===== src/sv/ths_mean_div.sv =====
// ----------------------------------------------------------------------------
// ths_mean_div
// Iterative restoring divider, 64-bit dividend by DEN_W-bit divisor,
// one quotient bit per cycle.
// ----------------------------------------------------------------------------
module ths_mean_div #(
   parameter int DEN_W = 43
) (
   input  logic             clock,
   input  logic             reset,
   input  logic             start,
   input  logic [63:0]      dividend,
   input  logic [DEN_W-1:0] divisor,
   output logic             done,
   output logic [63:0]      quotient
);
   logic             busy_ff;
   logic             done_ff;
   logic [5:0]       cnt_ff;
   logic [DEN_W-1:0] rem_ff;
   logic [DEN_W-1:0] den_ff;
   logic [63:0]      quo_ff;
   logic [DEN_W:0]   trial;
   logic             ge;

   assign trial = {rem_ff, quo_ff[63]};
   assign ge    = trial >= {1'b0, den_ff};

   // control
   always_ff @(posedge clock) begin
      if (reset) begin
         busy_ff <= 1'b0;
         done_ff <= 1'b0;
         cnt_ff  <= '0;
      end else begin
         done_ff <= 1'b0;
         if (start) begin
            busy_ff <= 1'b1;
            cnt_ff  <= '0;
         end else if (busy_ff) begin
            cnt_ff <= cnt_ff + 6'd1;
            if (cnt_ff == 6'd63) begin
               busy_ff <= 1'b0;
               done_ff <= 1'b1;
            end
         end
      end
   end

   // shift-subtract datapath, dividend shifts out as quotient shifts in
   always_ff @(posedge clock) begin
      if (start) begin
         rem_ff <= '0;
         den_ff <= divisor;
         quo_ff <= dividend;
      end else if (busy_ff) begin
         rem_ff <= ge ? DEN_W'(trial - {1'b0, den_ff}) : DEN_W'(trial);
         quo_ff <= {quo_ff[62:0], ge};
      end
   end

   assign done     = done_ff;
   assign quotient = quo_ff;

endmodule


===== config.mk =====
export PLATFORM = sky130hd
export DESIGN_NAME = ths_mean_div
export DESIGN_NICKNAME = d
export VERILOG_FILES = /design/src/sv/ths_mean_div.sv
export SDC_FILE = /design/constraint.sdc
export NUM_CORES = 1
export LEC_CHECK = 0
export BUFFER_PORTS_ARGS = -buffer_cell sky130_fd_sc_hd__buf_2
export CAP_MARGIN = 20
export CORE_MARGIN = 1.5
export CORE_UTILIZATION = 45
export DETAILED_ROUTE_END_ITERATION = 6
export GPL_ROUTABILITY_DRIVEN = 0
export PLACE_DENSITY = 0.76
export SLEW_MARGIN = 20
export SYNTH_ARGS = -nofsm -noshare
export SYNTH_HDL_FRONTEND = slang
export SYNTH_SLANG_ARGS = --single-unit

===== constraint.sdc =====
create_clock -name clock -period 4.25 [get_ports clock]
set_input_delay 0.2125 -clock clock [delete_from_list [all_inputs] [get_ports clock]]
set_output_delay 0.2125 -clock clock [all_outputs]
set_load 0.005 [all_outputs]

==> flow_summary_export.csv <==
group,metric,value,unit
status,status,"finished clean",
timing,worstMarginPinSlew,0.900,ns
setup_path,slowest_delay,0.47,ns
power_and_ir_drop,swShare,30.9,%
setup_path,path_cells,"inv_1 -> ha_1 -> fa_1 -> and2b_1 -> o31a_2 -> o22ai_4 -> o31ai_1 -> a21boi_1 -> o21ai_0 -> a21oi_1 -> or4_1 -> a31oi_1",
synth,synth.top_cell.area_share,36.0,%
power_and_ir_drop,clockPowerShare,36.2,%
routing,drcViolationCount,0,
final_layout,num_antenna_cells,0,
timing,fmax,288,MHz
power_and_ir_drop,netSwitchingPower,1.39,mW
timing,whs,0.0708,ns
min_path,min_from,"dividend[40]",
setup_path,critPathTopFamily,"compound AO/OA/AOI/OAI gates",
clock_tree,cts.sinks,158,
final_layout,fill_cells,1718,
clock_tree,cts_buffers,17,
synth,syn-num-nets,1016,
setup_path,crit_path_end_kind,"flop",
floorplan,die_area,20700,µm²
clock_tree,cts_resized,0,
timing,relSlewSlack,40.0,%
timing,tns,0,ns
setup_path,path_class,"flop to flop",
floorplan,coreArea,19500,µm²
routing,post_drt_wl_per_cell,16.1,µm
floorplan,io_pins,175,
final_layout,fin_nets,1211,
clock_tree,cts_root_buf,"clkbuf_16",
min_path,hp-class,"input pin to flop",
clock_tree,worstSkewPairLatency,0.44,ns
timing,finClkSkew,0.0142,ns
clock_tree,h-tree-depth,4,
timing,fin_crit,3.47,ns
routing,wirelength,21500,µm
synth,yosysSeqAreaShare,47.4,%
clock_tree,cts_setup_buffers,0,
setup_path,slowest_stage,"o21ai_0",
global_routing,grt_pass1_wl,34900,µm
power_and_ir_drop,ir_drop,0.000324,V
power_and_ir_drop,leakagePower,4.56,nW
clock_tree,cts_tree,"yes",
synth,ys_warn_count,0,
synth,async_reset_ff_share,0,%
synth,yosysTopAreaCell,"edfxtp_1",
power_and_ir_drop,powerDensity,407,nW/µm²
global_routing,grt_use_total,21.6,%
clock_tree,clock_path_buffers,2,
power_and_ir_drop,p_int,3.10,mW
floorplan,start_util,45.9,%
final_layout,syn2layout_area_growth,23.3,%
timing,rsz0062_at_grt,"false",
global_routing,overflow,0,
synth,syn_avg_cell_area,10.4,µm²
global_routing,grt_max_degree,82,
floorplan,die_h,144,µm
clock_tree,cts_hold_buf,44,
setup_path,arrival,3.83,ns
setup_path,startpoint,"quotient[63]$_DFFE_PP_",
synth,synthMostInstantiatedCell,"edfxtp_1",
run,cap_violations,0,
synth,postSynthCellCount,861,
routing,drt-pass1-iter-count,6,
global_routing,first_global_vias,7028,
routing,drt-initial-drc-count,410,
synth,yosys-top-cells-area,"edfxtp_1, dfxtp_1, mux2_2",
setup_path,critPathBufInv,1,
setup_path,required,4.61,ns
global_routing,antenna_found_initial,1,
power_and_ir_drop,p_comb_share,22.0,%
timing,drv_slew,0,
synth,synthDistinctLibCells,64,
synth,netlist_area,8930,µm²
timing,period_share,81.7,%
timing,report.final.hold_viol_count,0,
floorplan,core.rowCount,51,
routing,routed_via_density,5.44,
power_and_ir_drop,p_seq_share,41.9,%
place,buffer_ports.inserted,174,
synth,post_synth_most_frequent_cells,"edfxtp_1, nand2_1, mux2_2",
routing,dr_total_vias,7258,
setup_path,reg2reg_slack,0.78,ns
final_layout,final_layout_size_suffix_gt1_share,28.3,%
setup_path,timing.rr.start,"quotient[63]$_DFFE_PP_",
setup_path,critPathMaxFanout,5,
clock_tree,path_clk_slew,0.08,ns
synth,synth_flop_cell,"edfxtp_1",
setup_path,cp-start-kind,"flop",
floorplan,die_x,144,µm
timing,setup_viol,0,
routing,drtAntennaViolNets,0,
synth,synth_edf_count,107,
place,hpwl,15300,µm
synth,ys_ff_latch,158,
[power groups by stage]
stage | clock, mW | combinational [mW] | sequential [mW]
6_report | 1.62 | 0.985 | 1.88
5_1_grt | 1.71 | 1.09 | 1.90
4_1_cts | 1.66 | 0.985 | 1.88
3_5_place_dp | 0 | 0.947 | 1.91
3_3_place_gp | 0 | 0.931 | 1.91
2_1_floorplan | 0 | 0.689 | 1.90
[final timing paths]
| kind | cells past startpoint | endpoint |
|---|---|---|
| worst min register to register | 2 | done$_SDFF_PP0_ |
| worst max register to register | 12 | rem_ff[42]$_SDFFE_PP0P_ |
| worst max-delay path | 12 | rem_ff[42]$_SDFFE_PP0P_ |
| worst min-delay path | 2 | quotient[40]$_DFFE_PP_ |
[layer usage]
metal | GRT usage (%) | share of wire, % | vias up
met2 | 36.5 | 49 | 220
met1 | 26.9 | 43 | 3459
met5 | 0 | 0.047 | -
met4 | 6.55 | 1.4 | 2
li1 | - | - | 3550
met3 | 5.60 | 5.9 | 27
[logic make-up after synthesis]
group	Yosys count	synth area share [%]
AOI/OAI and AO/OA	200	16.1
xor gates and xnor gates	37	3.63
adders and majority gates	45	6.39
buffers and inverters	109	5.37
DFF	158	47.4
muxes	69	8.64
and+or+nand+nor	243	12.4
[flip-flops by register name (all words and copies together) (netlist names)]
| signal | cells |
|---|---|
| quotient | 64 |
| den_ff | 43 |
| rem_ff | 43 |
| cnt_ff | 6 |
| busy_ff | 1 |
| done | 1 |
[per-stage QoR]
stage	worst slack (ns)	std cells	util, %	total power [mW]	cell area [µm²]
floorplan	1.25	861	-	2.59	8930
global placement	0.889	1258	51.1	2.84	9940
detailed placement	0.817	1258	51.1	2.86	9940
CTS	0.799	1334	56.6	4.52	11000
global route	0.509	1334	56.6	4.70	11000
finish	0.778	1334	56.6	4.48	11000
[cells in the final DEF (no fill, tap or decap), types with 22 or more instances in the layout]
cell type,count
buf_2,173
edfxtp_1,107
nand2_1,101
mux2_2,65
nor2_1,64
inv_1,59
dfxtp_1,50
a21oi_1,47
ha_1,44
dlygate4sd3_1,44
o21ai_0,32
xnor2_1,23
nand4_1,22
a311oi_1,22
[final cells by class]
class	instances	area, µm²	area share [%]
repair buffers	225	1370	12.4
multi-input cells	594	4220	38.3
clock buffers	17	425	3.86
clock inverters	15	208	1.89
inverters	60	225	2.04
well taps	265	332	3.01
flip-flops and latches	158	4240	38.5
No activity file was read; power rests on OpenSTA's default activity.
